**src/sv/lsag_pkg.sv**
```systemverilog
package lsag_pkg;

  localparam int POS_W = 32;
  localparam int STEP_W = 31;
  localparam int CELL_W = 10;
  localparam int FLAT_W = 30;
  localparam int NUM_W = 34;
  localparam int CFG_IDX_W = 3;
  localparam int CFG_DATA_W = 33;
  localparam int COUNT_LIMIT = 1024;

  localparam logic [CFG_IDX_W-1:0] REG_ORIGIN_X = 3'd0;
  localparam logic [CFG_IDX_W-1:0] REG_ORIGIN_Y = 3'd1;
  localparam logic [CFG_IDX_W-1:0] REG_ORIGIN_Z = 3'd2;
  localparam logic [CFG_IDX_W-1:0] REG_SPACING_X = 3'd3;
  localparam logic [CFG_IDX_W-1:0] REG_SPACING_Y = 3'd4;
  localparam logic [CFG_IDX_W-1:0] REG_SPACING_Z = 3'd5;
  localparam logic [CFG_IDX_W-1:0] REG_COUNTS = 3'd6;

  typedef logic [CELL_W-1:0] cell_t;

  typedef struct packed {
    cell_t lo_x;
    cell_t hi_x;
    cell_t lo_y;
    cell_t hi_y;
    cell_t lo_z;
    cell_t hi_z;
    logic  cut;
  } box_t;

  typedef enum logic [1:0] {
    FR_IDLE,
    FR_DIV,
    FR_PUSH
  } front_state_t;

endpackage

```
**src/sv/lsag_queue.sv**
```systemverilog
module lsag_queue (
  input  logic           clk,
  input  logic           rst,
  input  logic           wr,
  input  lsag_pkg::box_t wdata,
  output logic           full,
  input  logic           rd,
  output logic           empty,
  output lsag_pkg::box_t rdata
);
  import lsag_pkg::*;

  box_t mem [2];
  logic wp, rp;
  logic [1:0] fill;

  assign full = (fill == 2'd2);
  assign empty = (fill == 2'd0);
  assign rdata = mem[rp];

  always_ff @(posedge clk) begin
    if (rst) begin
      wp <= 1'b0;
      rp <= 1'b0;
      fill <= '0;
    end else begin
      if (wr && !full) begin
        mem[wp] <= wdata;
        wp <= ~wp;
      end
      if (rd && !empty) rp <= ~rp;
      fill <= fill + 2'((wr && !full) ? 1 : 0) - 2'((rd && !empty) ? 1 : 0);
    end
  end

endmodule

```
**config.mk**
```make
export PLATFORM = sky130hd
export DESIGN_NAME = lsag_queue
export DESIGN_NICKNAME = d
export VERILOG_FILES = /design/src/sv/lsag_pkg.sv /design/src/sv/lsag_queue.sv
export SDC_FILE = /design/constraint.sdc
export NUM_CORES = 1
export LEC_CHECK = 0
export BUFFER_PORTS_ARGS = -buffer_cell sky130_fd_sc_hd__buf_4
export CAP_MARGIN = 10
export CORE_ASPECT_RATIO = 0.5
export CORE_MARGIN = 8
export CORE_UTILIZATION = 47
export DETAILED_ROUTE_END_ITERATION = 16
export PLACE_DENSITY = 0.82
export SYNTH_ARGS = -nofsm -noshare
export SYNTH_HDL_FRONTEND = slang
export SYNTH_SLANG_ARGS = --single-unit
```
**constraint.sdc**
```tcl
create_clock -name clk -period 6.3 [get_ports clk]
set_input_delay 0.945 -clock clk [delete_from_list [all_inputs] [get_ports clk]]
set_output_delay 0.945 -clock clk [all_outputs]
set_load 0.005 [all_outputs]
```
== Yosys cells after proc, flatten, opt, wreduce, memory -nomap -nowiden ==
Memories as Yosys holds them, arrays and structs flattened. A register that Yosys moved wholly into a read port is not among the register bits.
Cells that the tools add are included.
Widths: inputs -> output; s select.
Word-level totals
  register bits after elaboration: 4
  RAM bits: 122
  bits of input ports: 65
  output and inout port bits: 63
  word-level logic and storage cells: 21
  memories: 1
Memory list
  mem: depth 2, bits a word 61, read ports 1, clocked after memory_dff 1, write ports 1, RTL line lsag_queue.sv:13  | box_t mem [2];
Cells by class
  $add $sub $neg: 2
  equal/unequal tests: 1
  muxes and demuxes: 7
  bitwise logic cells: 2
  reduce and logical (&&, ||, !) cells: 5
Operators by type and width (number)
  $mux 1: 7
  $add 2x1->2: 1
  $eq 2x2->1 const B: 1
  $logic_and 1x1->1: 2
  $logic_not 1->1: 2
  $logic_not 2->1: 1
  $not 1->1: 2
  $sub 2x1->2: 1

== Longest topological paths before layout ==
  depth in word-level cells: 6
  depth in mapped cells: 8
  gate-level depth less buffers: 8

== Least setup slack after synthesis ==
OpenSTA, ideal clock, no wires.
  path kind: in2reg
  start: in wr
  end: mem mem[1][0] in the netlist's numbering (enable)
  library setup time: 0.569 ns
  arrival time: 5.468 ns
  data required time: 5.731 ns
  setup slack: 0.263 ns
  stages on the path: 2
  path buffers: 0
  cell sequence: nand2b_4 > nor3b_1
On the way
  longest elaborated chain between the ends: 4
RTL lines
  start, declared: RTL line lsag_queue.sv:4  | input logic wr,
  $logic_and 1x1->1: RTL line lsag_queue.sv:27  | if (wr && !full) begin
  $mux 1: RTL line lsag_queue.sv:27
  $mux 1: RTL line lsag_queue.sv:22  | if (rst) begin
  $mux 1 (not written as such): RTL line lsag_queue.sv:28  | mem[wp] <= wdata;
  end, declared: RTL line lsag_queue.sv:13
Every way passes these cells.

==> metrics <==
outcome completed; Fin Setup TNS 0 ns; total DRC errors in the routed layout 0; portion of synthesized cell area occupied by the leading cell type between 70% and 80%; placer congestion estimate 0.6801; kind of end point of the critical path output port; number of top-level design ports around 130; root cell of the clock tree clkbuf_16; flop and latch count out of synthesis roughly 130; DRC marker count from the first detailed-route iteration 110; Die Ht slightly below 90 um; Max Clock Skew 0.006758 ns; wire length after detailed routing between 9000 and 10000 um; leakage power of the design between 2 and 2.5 nW; Finished Core Util 66.38%; mean cell area of the mapped netlist 21.95 um^2; TritonCTS clock tree yes; via count of the first global-routing pass between 2000 and 3000; Max VDD drop about 0.27 mV; Max Fanout on Critical Path 61; floorplan core area ~9600 um^2; Final Slew Violations 0; slew of the pin with the lowest slew margin between 0.8 and 0.9 ns; deepest clock path buffer count 2; placed inst area between 5000 and 6000 um^2; number of max-capacitance violations reported 0; worst min-delay path startpoint rp; antenna violation net count after detailed routing 0; end of the worst hold path rp; count of non-filler cells in the finished layout between 500 and 600; first drt pass iteration count 4; endpoint arrival time on the critical path 1.95 ns; number of buffers inserted by hold repair at cts 0; number of filler instances in the final layout 662; hold path depth 2; setup slack on the worst flop-to-flop path between 4 and 5 ns; area added between synthesis and finish 35.07%; Critical Path Start Type register; first-pass GRT wire length around 14000 um; die area between 10000 and 15000 um^2; maximum number of pins on one net before global-route repair a little over 60; final-report setup violation count 0; Clock Pin Slew Worst Setup and Hold Paths around 0.050 ns; share of post-route cells with drive strength above 1 58.92%; Die X roughly 160 um; number of core rows 25; count of input and output buffers approximately 130; count of final hold-check violations 0; Worst EP required roughly 5.4 ns; number of distinct library cells after synthesis 18; most common cell after layout, fill and taps aside buf_4; origin of the critical flop-to-flop path fill[0]; sequential share of the synthesized area 79.75%; top library cells by usage in the layout, fill and taps aside buf_4 (130), edfxtp_1 (122), mux2_2 (45); upper clock frequency limit 344.9 MHz; worst-skew pair later-pin latency approximately 0.4 ns; effective utilization at floorplan ~49%; worst min path class register to register; CTS H-Tree Depth 4; count of cells resized by post-cts repair 0; period utilization 46.02%; top cells by area, synth edfxtp_1 (78%), mux2_2 (11%), mux2_4 (3.5%), dfxtp_1 (2.1%), buf_6 (1.7%); detailed placement HPWL 6291 um; total number of yosys warnings 0; Cell Area, Synth between 4000 and 5000 um^2; fin nets 424; power density normalized to cell area between 300 and 400 nW/um^2; cell taking the most area after synthesis edfxtp_1; vias after detailed routing ~2400; number of sinks handled by clock tree synthesis 127; buffers inserted during post-CTS setup optimization 0; minimum clock period roughly 2.9 ns; routed len/inst roughly 18 um; Critical R2R Capture mem[1][26]; classification of the worst setup path register to output port; total CTS buffers 17; max_slew headroom a little over two fifths; Inst Count DP approximately 470; post-synth net total 282; number of antenna violations at the first check in global routing 0; DR vias/cell around 4.7; antenna diode count 0; post-route cell area 6375 um^2; aggregate global routing overflow 0; unrepaired setup endpoints after global routing no; all-layer global routing usage between 10% and 20%; worst reg-to-reg path cell count 4; synthesized netlist cell count 215
==> how the worst max path moves through the flow <==
stage | cells after the start | start | slack, ns | endpoint
after global placement | 3 | register | 3.84 | rdata[38]
after CTS | 3 | register | 3.37 | rdata[25]
after detailed placement | 3 | register | 3.80 | rdata[25]
final | 3 | register | 3.40 | rdata[25]
after floorplan | 2 | wr | 0.26 | mem[1][0]
after global routing | 3 | register | 3.29 | rdata[38]
==> sequential cells by signal, indices dropped and copies added (netlist names), named ones only <==
name / count
rp: 1
mem: 122
fill: 2
wp: 1
==> cell type report <==
| type | count | area [um^2] | area share (%) |
|---|---|---|---|
| clock buffers | 18 | 429.2 | 6.732 |
| clock inverters | 14 | 148.9 | 2.336 |
| inverters | 1 | 3.754 | 0.05888 |
| multi-input cells | 80 | 883.3 | 13.86 |
| flip-flops and latches | 127 | 3765 | 59.06 |
| well taps | 135 | 168.9 | 2.650 |
| repair buffers | 130 | 975.9 | 15.31 |
==> kinds of logic (layout without fill, tap and decap cells) <==
group | Yosys count | in the layout | synth area share (%)
xor gates and xnor gates | 2 | 2 | 0.3712
DFF | 127 | 127 | 79.75
buffers and inverters | 8 | 163 | 1.750
muxes | 62 | 62 | 15.67
adders and majority gates | 2 | 2 | 0.5301
and+or+nand+nor | 13 | 13 | 1.776
AOI/OAI and AO/OA | 1 | 1 | 0.1591
==> metal layers <==
layer / vias to the layer above / wire, um / GRT usage (%)
met2: 50 / 5416 / 27.00
met1: 1194 / 3258 / 13.20
met4: 0 / 126 / 6.947
met5: - / 0 / 0
li1: 1127 / - / -
met3: 12 / 457 / 4.554
==> report_power, final <==
part / internal, mW / switching, mW
registers: 1.02 / 0.0254
clock network: 0.612 / 0.325
logic: 0.328 / 0.237
==> worst max-delay path, stage by stage, from the launching register on <==
cell and delay, ns:
dfxtp_2 0.31, buf_4 0.65, mux2_2 0.42, buf_4 0.14
==> Yosys cell counts, drive strengths merged <==
| cell type | instances |
|---|---|
| and2 | 1 |
| buf | 7 |
| dfxtp | 5 |
| edfxtp | 122 |
| ha | 2 |
| inv | 1 |
| mux2 | 62 |
| nand2b | 1 |
| nor2 | 5 |
| nor2b | 3 |
| nor3 | 2 |
| nor3b | 1 |
| o21a | 1 |
| xnor2 | 1 |
| xor2 | 1 |
==> stage by stage <==
step                setup WS, ns  hold slack (ns)  total power [mW]
floorplan                 0.2634           0.4810             1.393
global placement           3.837           0.4981             1.618
detailed placement         3.799           0.5151             1.641
CTS                        3.365           0.5313             2.585
global route               3.286           0.5561             2.661
finish                     3.400           0.5380             2.549
Power figures use the tool's default switching activity.
