$ cat src/sv/lsag_pkg.sv
package lsag_pkg;

  localparam int POS_W = 32;
  localparam int STEP_W = 31;
  localparam int CELL_W = 10;
  localparam int FLAT_W = 30;
  localparam int NUM_W = 34;
  localparam int CFG_IDX_W = 3;
  localparam int CFG_DATA_W = 33;
  localparam int COUNT_LIMIT = 1024;

  localparam logic [CFG_IDX_W-1:0] REG_ORIGIN_X = 3'd0;
  localparam logic [CFG_IDX_W-1:0] REG_ORIGIN_Y = 3'd1;
  localparam logic [CFG_IDX_W-1:0] REG_ORIGIN_Z = 3'd2;
  localparam logic [CFG_IDX_W-1:0] REG_SPACING_X = 3'd3;
  localparam logic [CFG_IDX_W-1:0] REG_SPACING_Y = 3'd4;
  localparam logic [CFG_IDX_W-1:0] REG_SPACING_Z = 3'd5;
  localparam logic [CFG_IDX_W-1:0] REG_COUNTS = 3'd6;

  typedef logic [CELL_W-1:0] cell_t;

  typedef struct packed {
    cell_t lo_x;
    cell_t hi_x;
    cell_t lo_y;
    cell_t hi_y;
    cell_t lo_z;
    cell_t hi_z;
    logic  cut;
  } box_t;

  typedef enum logic [1:0] {
    FR_IDLE,
    FR_DIV,
    FR_PUSH
  } front_state_t;

endpackage

$ cat src/sv/lsag_divider.sv
module lsag_divider (
  input  logic                            clk,
  input  logic                            rst,
  input  logic                            start,
  input  logic signed [lsag_pkg::NUM_W-1:0] num,
  input  logic [lsag_pkg::STEP_W-1:0]     den,
  output logic                            done,
  output logic signed [lsag_pkg::NUM_W-1:0] quot
);
  import lsag_pkg::*;

  localparam int CNT_W = $clog2(NUM_W + 1);

  logic [NUM_W-1:0]   rem_mag;
  logic [NUM_W-1:0]   q;
  logic [STEP_W:0]    r;
  logic [STEP_W-1:0]  d;
  logic               neg;
  logic [CNT_W-1:0]   cnt;
  logic               busy;
  logic [STEP_W+1:0]  trial;
  logic [STEP_W+1:0]  diff;

  always_comb begin
    trial = {r, rem_mag[NUM_W-1]};
    diff = trial - {2'b00, d};
  end

  always_ff @(posedge clk) begin
    if (rst) begin
      busy <= 1'b0;
      done <= 1'b0;
      cnt <= '0;
    end else begin
      done <= 1'b0;
      if (start) begin
        busy <= 1'b1;
        cnt <= CNT_W'(NUM_W);
        neg <= num[NUM_W-1];
        rem_mag <= num[NUM_W-1] ? NUM_W'(-num) : NUM_W'(num);
        d <= (den == '0) ? STEP_W'(1) : den;
        r <= '0;
        q <= '0;
      end else if (busy) begin
        rem_mag <= {rem_mag[NUM_W-2:0], 1'b0};
        if (!diff[STEP_W+1]) begin
          r <= diff[STEP_W:0];
          q <= {q[NUM_W-2:0], 1'b1};
        end else begin
          r <= trial[STEP_W:0];
          q <= {q[NUM_W-2:0], 1'b0};
        end
        cnt <= cnt - 1'b1;
        if (cnt == CNT_W'(1)) begin
          busy <= 1'b0;
          done <= 1'b1;
        end
      end
    end
  end

  assign quot = neg ? -$signed(q) : $signed(q);

endmodule

$ cat src/sv/lsag_front.sv
module lsag_front #(
  parameter int MAX_SPAN = 4
) (
  input  logic                              clk,
  input  logic                              rst,
  input  logic                              in_valid,
  output logic                              in_stall,
  input  logic signed [lsag_pkg::POS_W-1:0] pos [3],
  input  logic [lsag_pkg::STEP_W-1:0]       reach [3],
  input  logic signed [lsag_pkg::POS_W-1:0] origin [3],
  input  logic [lsag_pkg::STEP_W-1:0]       spacing [3],
  input  logic [lsag_pkg::CELL_W:0]         count [3],
  output logic                              box_valid,
  input  logic                              box_full,
  output lsag_pkg::box_t                    box
);
  import lsag_pkg::*;

  front_state_t state, state_next;
  logic [2:0] step, step_next;
  logic signed [POS_W-1:0] pos_r [3];
  logic [STEP_W-1:0] reach_r [3];
  cell_t lo [3];
  cell_t hi [3];
  logic cut;
  logic div_start, div_done, issue;
  logic signed [NUM_W-1:0] div_num, quot;
  logic [STEP_W-1:0] div_den;
  logic [1:0] ax;
  logic signed [NUM_W-1:0] qv, nm1;
  cell_t cv;
  logic [CELL_W:0] span;

  assign ax = step[2:1];
  assign div_start = issue;

  always_comb begin
    div_num = step[0]
      ? NUM_W'(pos_r[ax]) + NUM_W'($signed({1'b0, reach_r[ax]})) - NUM_W'(origin[ax])
      : NUM_W'(pos_r[ax]) - NUM_W'($signed({1'b0, reach_r[ax]})) - NUM_W'(origin[ax]);
    div_den = spacing[ax];
    qv = step[0] ? quot + NUM_W'(1) : quot;
    nm1 = $signed(NUM_W'(count[ax])) - NUM_W'(1);
    if (qv > nm1) qv = nm1;
    if (qv < 0) qv = '0;
    cv = CELL_W'(qv);
    span = (cv < lo[ax]) ? '0 : {1'b0, cv - lo[ax]};
  end

  lsag_divider u_div (
    .clk(clk), .rst(rst), .start(div_start), .num(div_num), .den(div_den),
    .done(div_done), .quot(quot)
  );

  always_ff @(posedge clk) begin
    if (rst) begin
      state <= FR_IDLE;
      step <= '0;
    end else begin
      state <= state_next;
      step <= step_next;
    end
  end

  always_comb begin
    state_next = state;
    step_next = step;
    in_stall = (state != FR_IDLE);
    box_valid = (state == FR_PUSH);
    unique case (state)
      FR_IDLE: begin
        if (in_valid) begin
          state_next = FR_DIV;
          step_next = '0;
        end
      end
      FR_DIV: begin
        if (div_done) begin
          if (step == 3'd5) state_next = FR_PUSH;
          else step_next = step + 3'd1;
        end
      end
      FR_PUSH: begin
        if (!box_full) state_next = FR_IDLE;
      end
      default: state_next = FR_IDLE;
    endcase
  end

  always_ff @(posedge clk) begin
    if (rst) begin
      issue <= 1'b0;
    end else begin
      issue <= (state == FR_IDLE && in_valid) ||
               (state == FR_DIV && div_done && step != 3'd5);
    end
  end

  always_ff @(posedge clk) begin
    if (state == FR_IDLE && in_valid) begin
      pos_r <= pos;
      reach_r <= reach;
      cut <= 1'b0;
    end
    if (state == FR_DIV && div_done) begin
      if (!step[0]) begin
        lo[ax] <= cv;
      end else begin
        if (span >= (CELL_W+1)'(MAX_SPAN)) begin
          hi[ax] <= lo[ax] + CELL_W'(MAX_SPAN - 1);
          cut <= 1'b1;
        end else if (cv < lo[ax]) begin
          hi[ax] <= lo[ax];
        end else begin
          hi[ax] <= cv;
        end
      end
    end
  end

  always_comb begin
    box.lo_x = lo[0]; box.hi_x = hi[0];
    box.lo_y = lo[1]; box.hi_y = hi[1];
    box.lo_z = lo[2]; box.hi_z = hi[2];
    box.cut = cut;
  end

endmodule

$ cat config.mk
export PLATFORM = sky130hd
export DESIGN_NAME = lsag_front
export DESIGN_NICKNAME = d
export VERILOG_FILES = /design/src/sv/lsag_pkg.sv /design/src/sv/lsag_divider.sv /design/src/sv/lsag_front.sv
export SDC_FILE = /design/constraint.sdc
export NUM_CORES = 1
export LEC_CHECK = 0
export BUFFER_PORTS_ARGS = -buffer_cell sky130_fd_sc_hd__buf_2
export CAP_MARGIN = 20
export CORE_MARGIN = 8
export CORE_UTILIZATION = 55
export CTS_BUF_LIST = sky130_fd_sc_hd__clkbuf_8 sky130_fd_sc_hd__clkbuf_16
export DETAILED_ROUTE_END_ITERATION = 6
export PLACE_DENSITY = 0.78
export SLEW_MARGIN = 40
export SYNTH_ARGS = -nofsm -noshare
export SYNTH_HDL_FRONTEND = slang
export SYNTH_HIERARCHICAL = 1
export SYNTH_SLANG_ARGS = --single-unit
$ cat constraint.sdc
create_clock -name clk -period 34.1 [get_ports clk]
set_input_delay 8.525 -clock clk [delete_from_list [all_inputs] [get_ports clk]]
set_output_delay 8.525 -clock clk [all_outputs]
set_load 0.03 [all_outputs]
### Yosys cells after proc, flatten, opt, wreduce, memory -nomap -nowiden

Memory sizes are Yosys's and may differ from the RTL's. A register that Yosys moved wholly into a read port is not among the register bits.
Cells that the tools add are included.

| word-level totals | value |
|---|---|
| bits in writable memories | 60 |
| memories kept | 2 |
| word-level logic and storage cells | 137 |
| flip-flop bits (word level) | 336 |
| output and inout bits | 63 |

| cells by class | value |
|---|---|
| eq/ne operators | 10 |
| add/sub/neg operators | 13 |
| multiplexer cells | 68 |
| bitwise operators | 5 |
| reduce and logical (&&, ||, !) cells | 15 |
| magnitude comparators | 5 |

Memory list:

| memory | depth | bits a word | rd ports | clocked after Yosys merged registers in | write ports | RTL line | text |
|---|---|---|---|---|---|---|---|
| hi | 3 | 10 | 3 | 0 | 1 | lsag_front.sv:24 | `cell_t hi [3];` |
| lo | 3 | 10 | 4 | 1 | 1 | lsag_front.sv:23 | `cell_t lo [3];` |

Operators with widths:

| cell | count |
|---|---|
| 34-bit two-way mux | 8 |
| 32-bit two-way mux | 6 |
| 32-bit binary-select mux with 2-bit select | 2 |
| 31-bit binary-select mux with 2-bit select | 2 |
| 31-bit two-way mux | 4 |
| 34-bit negation | 2 |
| 33-bit by 32-bit subtractor with 34-bit output | 2 |
| 10-bit two-way mux | 4 |
| 34-bit by 2-bit adder with 34-bit output, second input constant | 1 |
| 34-bit by 12-bit > comparator with 1-bit output | 1 |
| 34-bit by 1-bit less-than comparator with 1-bit output, second input constant | 1 |
| 32-bit by 32-bit adder with 33-bit output | 1 |
| 32-bit by 32-bit subtractor with 33-bit output | 1 |
| 33-bit by 31-bit subtractor with 33-bit output | 1 |
| 31-bit zero test | 1 |
| 1-bit two-way mux | 26 |
| 11-bit binary-select mux with 2-bit select | 1 |
| 11-bit two-way mux | 2 |
| 2-bit two-way mux | 6 |
| 6-bit two-way mux | 2 |
| 11-bit by 1-bit subtractor with 12-bit output, second input constant | 1 |
| 10-bit by 2-bit adder with 10-bit output, second input constant | 1 |
| 10-bit by 3-bit >= comparator with 1-bit output, second input constant | 1 |
| 10-bit less-than comparator | 1 |
| 25 further kinds | 38 |

### Logic depth before layout (Yosys ltp)

| logic depth | value |
|---|---|
| word-level depth | 18 |
| gate-level depth with buffers | 38 |
| mapped depth without buffers | 35 |

### Hierarchy

Netlist, hierarchy kept.

Modules (own cells, without submodules):

| module | times used | area each (um2) | sequential area each (um2) | cells each |
|---|---|---|---|---|
| lsag_front | 1 | 19,008.2 | 7,957.6 | 1,842 |
| lsag_divider | 1 | 8,764.7 | 4,124.0 | 917 |

### Worst setup path after synthesis

Ideal clock, no wire load.

| timing path | value |
|---|---|
| path kind | input -> register |
| from | input port in_valid |
| to | register cut |
| data required time | 33,597 ps |
| slack | 16,745 ps |
| stages on the path | 3 |
| arrival time | 16,852 ps |
| buffers on the path | 0 |
| library setup time | 503 ps |
| path through | inv_1 > nor2_1 > o22ai_1 |

| on the way | value |
|---|---|
| longest elaborated chain between the ends | 5 |

RTL lines:

| item | RTL line | text |
|---|---|---|
| start, declared | lsag_front.sv:6 | `input logic in_valid,` |
| 1-bit logical AND (*) | lsag_front.sv:100 | `if (state == FR_IDLE && in_valid) begin` |
| 1-bit two-way mux (*) | lsag_front.sv:100 |  |
| 1-bit two-way mux | lsag_front.sv:109 | `if (span >= (CELL_W+1)'(MAX_SPAN)) begin` |
| 1-bit two-way mux | lsag_front.sv:106 | `if (!step[0]) begin` |
| 1-bit two-way mux (*) | lsag_front.sv:105 | `if (state == FR_DIV && div_done) begin` |
| end signal, assigned | lsag_front.sv:103 | `cut <= 1'b0;` |
| end signal, assigned | lsag_front.sv:111 | `cut <= 1'b1;` |
| end, declared | lsag_front.sv:25 | `logic cut;` |

Every way passes the cells marked *; elsewhere a longest branch is shown, timed or not.
A chain may end at the register's enable or synchronous reset.

### Worst setup path in the final report

| timing path | value |
|---|---|
| from | input port count[0] (netlist name) |
| to | memory hi[2][9] (netlist name) (data pin) |

| on the way | value |
|---|---|
| longest elaborated chain between the ends | 17 |
| elaborated cells between the ends (all ways) | 24 |
| classes of those cells | 2 x add/sub; 4 x order compare; 18 x mux |

RTL lines:

| item | RTL line | text |
|---|---|---|
| start, declared | lsag_front.sv:12 | `input logic [lsag_pkg::CELL_W:0] count [3],` |
| 11-bit binary-select mux with 2-bit select (*) | lsag_front.sv:43 | `nm1 = $signed(NUM_W'(count[ax])) - NUM_W'(1);` |
| 11-bit two-way mux (implied by the code) (*) (2 in series) | lsag_front.sv:43 |  |
| 11-bit by 1-bit subtractor with 12-bit output (*) | lsag_front.sv:43 |  |
| 34-bit by 12-bit > comparator with 1-bit output | lsag_front.sv:44 | `if (qv > nm1) qv = nm1;` |
| 34-bit two-way mux (*) | lsag_front.sv:44 |  |
| 34-bit by 1-bit less-than comparator with 1-bit output | lsag_front.sv:45 | `if (qv < 0) qv = '0;` |
| 10-bit two-way mux (*) | lsag_front.sv:45 |  |
| via qv[1] | lsag_front.sv:30 | `logic signed [NUM_W-1:0] qv, nm1;` |
| 10-bit subtractor or 10-bit less-than comparator (tied branches) | lsag_front.sv:47, lsag_front.sv:112 |  |
| 10-bit two-way mux | lsag_front.sv:47 | `span = (cv < lo[ax]) ? '0 : {1'b0, cv - lo[ax]};` |
| 10-bit by 3-bit >= comparator with 1-bit output | lsag_front.sv:109 |  |
| 1-bit two-way mux | lsag_front.sv:109 |  |
| 1-bit two-way mux | lsag_front.sv:106 |  |
| 1-bit two-way mux | lsag_front.sv:105 |  |
| 1-bit two-way mux (implied by the code) | lsag_front.sv:113 | `hi[ax] <= lo[ax];` |
| 10-bit two-way mux (no line) | -- |  |
| 10-bit two-way mux (no line) (*) | -- |  |
| end, declared | lsag_front.sv:24 |  |

The timed path passes the listed nets; every way through them passes the cells marked *. The select of a mux whose other input is x is not followed.

==> run_results.csv <==
group,metric,value,unit
status,outcome,"completed",
timing,finalCritPeriodShare,45.9,%
floorplan,die_y,241,um
floorplan,coreArea,0.0500,mm^2
synth,yosysWarnings,6,
detailed_routing,first_iter_violations,1612,
critical_path,cp.required,34.38,ns
final_layout,area_growth,15.9,%
timing,setup_viol,0,
clock_network,h-tree-depth,2,
global_routing,grt_max_degree,102,
global_routing,antenna_found_initial,2,
place,io_buffers,477,
clock_network,clk_path_buf_depth,3,
global_routing,grt_use_met3,3.66,%
synth,synth_fp_nets,3391,
detailed_routing,drtPass1Iterations,5,
power,p_sw,419,uW
clock_network,cts_resized,0,
power,p_per_area,43.7,mW/mm^2
power,swShare,29.8,%
job,maxCapViolations,0,
critical_path,startpoint_type,"primary input",
global_routing,use_met2,42.8,%
synth,synth_top_family_by_area,"compound AO/OA/AOI/OAI gates",
synth,synth_fa_ha_area_share,11.5,%
final_layout,drive_gt1_share,20.0,%
global_routing,use_met1,31.1,%
power,pwr-share-clk,32.6,%
global_routing,track_usage,24.5,%
timing,slew_viol_final,0,
synth,muxShareOfSynthArea,6.33,%
final_layout,mostFrequentLayoutCells,"buf_2, edfxtp_1, nand2_1, a21oi_1, inv_1",
synth,ys_seq_area_share,43.5,%
place,gp_congestion,0.942,
final_layout,fillerInstances,4014,
timing,hold_viol,0,
synth,synth.distinct_cells,85,
critical_path,critPathKind,"in -> reg",
power,intPower,986,uW
global_routing,grt_overflow,0,
clock_network,cts.sinks,408,
clock_network,cts_hold_buf,0,
timing,grt_setup_unrepaired,"false",
synth,ys_seq_elements,408,
timing,worstMarginPinSlew,0.924,ns
critical_path,cp_data_arrival_time,15.94,ns
power,p_seq_share,41.9,%
synth,syn_avg_cell_area,10.1,um^2
timing,tns,0,ns
clock_network,path_clk_slew,0.06,ns
detailed_routing,viasPerCell,5.68,
power,leakagePower,0.0129,uW
detailed_routing,vias,22000,
final_layout,finalCoreUtilization,64.4,%
clock_network,cts_made_buffers,44,
floorplan,die_w,241,um
clock_network,clk_latency,0.58,ns
detailed_routing,drt-wirelength-per-cell,19.1,um
timing,min_period,15.66,ns
power,p_comb_share,25.6,%
detailed_routing,remaining_drc_errors,0,
critical_path,endpoint_kind,"register",
min_path,holdCritPathClass,"reg -> reg",
global_routing,grt_pass1_vias,22300,
final_layout,num-nets-final,3799,
critical_path,crit_fanout,37,
timing,maxSlewHeadroom,38.4,%
global_routing,grt_busiest_layer,"met2",
global_routing,grt_pass1_wl,115000,um
clock_network,cts_setup_buffers,0,
synth,synth_area,0.0278,mm^2
timing,skew,0.0131,ns
synth,synth-compound-area-share,14.0,%
floorplan,io_pins,478,
floorplan,initial_core_util,55.6,%
place,dp_hpwl,57100,um
clock_network,cts_root_buf,"clkbuf_16",
synth,synth_ff_type,"edfxtp_1",
final_layout,final_common_cell,"buf_2",
synth,synthArstFlopShare,0,%
floorplan,die_area,0.0579,mm^2
clock_network,cts_tree,"done",
synth,synthSimpleGateAreaFrac,13.6,%
synth,synthCells,2759,
detailed_routing,ant_nets,0,
power,peakVddDrop,43.0,uV
detailed_routing,wirelength,73800,um
synth,synth_xor_area_share,6.05,%
synth,synth_edf_count,391,
floorplan,rows,82,
timing,fmax,63.9,MHz
[layout make-up]
type                       instances  area (um^2)  area share [%]
antenna                            1         2.50         0.00777
clock inverter                    29          215           0.668
inverter                         221          830            2.58
timing repair buffer             501         2640            8.20
clock buffer                      47         1160            3.62
tap                              672          841            2.61
multi-input combinational       1991        14400            44.8
sequential                       408        12100            37.6
[cell families after synthesis]
| logic type | Yosys count |
|---|---|
| and+or+nand+nor | 778 |
| AOI/OAI and AO/OA | 642 |
| DFF | 408 |
| buffers and inverters | 360 |
| adders and majority gates | 217 |
| xor gates and xnor gates | 192 |
| muxes | 162 |
[sequential cells by signal, summed over array words and instances, names as in the netlist, 3 cells and up, named ones only]
name,count
pos_r,96
reach_r,93
lo,40
u_div/q,34
u_div/rem_mag,34
u_div/r,32
u_div/d,31
hi,30
u_div/cnt,6
step,3
[worst max-delay path, stage by stage]
cell	delay [ns]
buf_2	0.10
mux2i_1	0.15
nor2_1	0.07
a21oi_1	0.49
nand3_1	0.20
nor2b_1	0.23
and3b_1	0.51
inv_2	0.35
ha_1	0.40
a21o_1	0.17
a21o_1	0.17
a211oi_1	0.23
o31ai_1	0.10
a22oi_1	0.20
nand2_1	0.09
mux2_2	0.67
mux2_2	0.49
fa_1	0.48
a21oi_1	0.19
o211ai_1	0.12
nor2_1	0.13
xnor2_1	0.08
nor4_1	0.33
o2111ai_2	0.37
nor2_1	0.23
nand2_1	0.16
o311ai_0	0.66
[final timing paths]
path	slack, ns	from	to	depth (start not counted)
worst min-delay path	0.48	cut$_DFF_P_	cut$_DFF_P_	2
worst max register to register	24.66	u_div/q[10]$_SDFFCE_PP0P_	hi[2][9]$_DFFE_PP_	31
worst min register to register	0.48	cut$_DFF_P_	cut$_DFF_P_	2
worst max-delay path	18.44	count[0]	hi[2][9]$_DFFE_PP_	27
[metal layers]
metal | routed length (um) | vias to the layer above | part of all wire [%]
met5 | 0 | - | 0
met4 | 1820 | 0 | 2.5
met3 | 4510 | 112 | 6.1
met2 | 36500 | 727 | 49
met1 | 31000 | 10500 | 42
li1 | - | 10700 | -
[Yosys cell counts, types with 10 or more instances]
cell	n	area [um^2]
edfxtp_1	391	11700
nand2_1	244	916
a21oi_1	234	1170
inv_1	221	830
nor2_1	209	785
o21ai_0	178	891
ha_1	153	1910
mux2i_1	143	1430
xnor2_1	104	911
clkbuf_1	99	372
xor2_1	88	771
fa_1	64	1280
a21o_1	57	428
nand3_1	56	280
nor2b_1	51	319
nand4_1	39	244
nor3_1	30	150
buf_1	29	109
nand2b_1	23	144
o31ai_1	23	173
or3_1	18	113
a31oi_1	17	106
dfxtp_1	17	340
o21a_1	16	120
nor4_1	15	93.8
o211ai_1	15	113
a211oi_1	14	105
and3_1	14	87.6
or4_1	14	105
nand3b_1	11	82.6
and4_1	10	87.6
mux4_2	10	225
or2_2	10	62.6
[through the flow]
stage               power (uW)  hold WS (ns)  setup slack (ns)  instances  cell area (um^2)
floorplan                  860         0.429             16.74       2759             27800
global placement           943         0.468             17.75       3787             30700
detailed placement         954         0.467             17.65       3791             30800
CTS                       1410         0.478             18.20       3867             32100
global route              1480         0.491             17.68       3870             32200
finish                    1410         0.483             18.44       3870             32200
[power by group through the flow]
| stage | clock network [uW] | logic (uW) | registers (uW) |
|---|---|---|---|
| final | 458 | 359 | 588 |
| after detailed placement | 0 | 356 | 599 |
| after global routing | 484 | 401 | 590 |
| after floorplan | 0 | 261 | 599 |
| after global placement | 0 | 345 | 598 |
| after CTS | 467 | 359 | 588 |
Note: power is estimated with default switching activity, not from simulation.
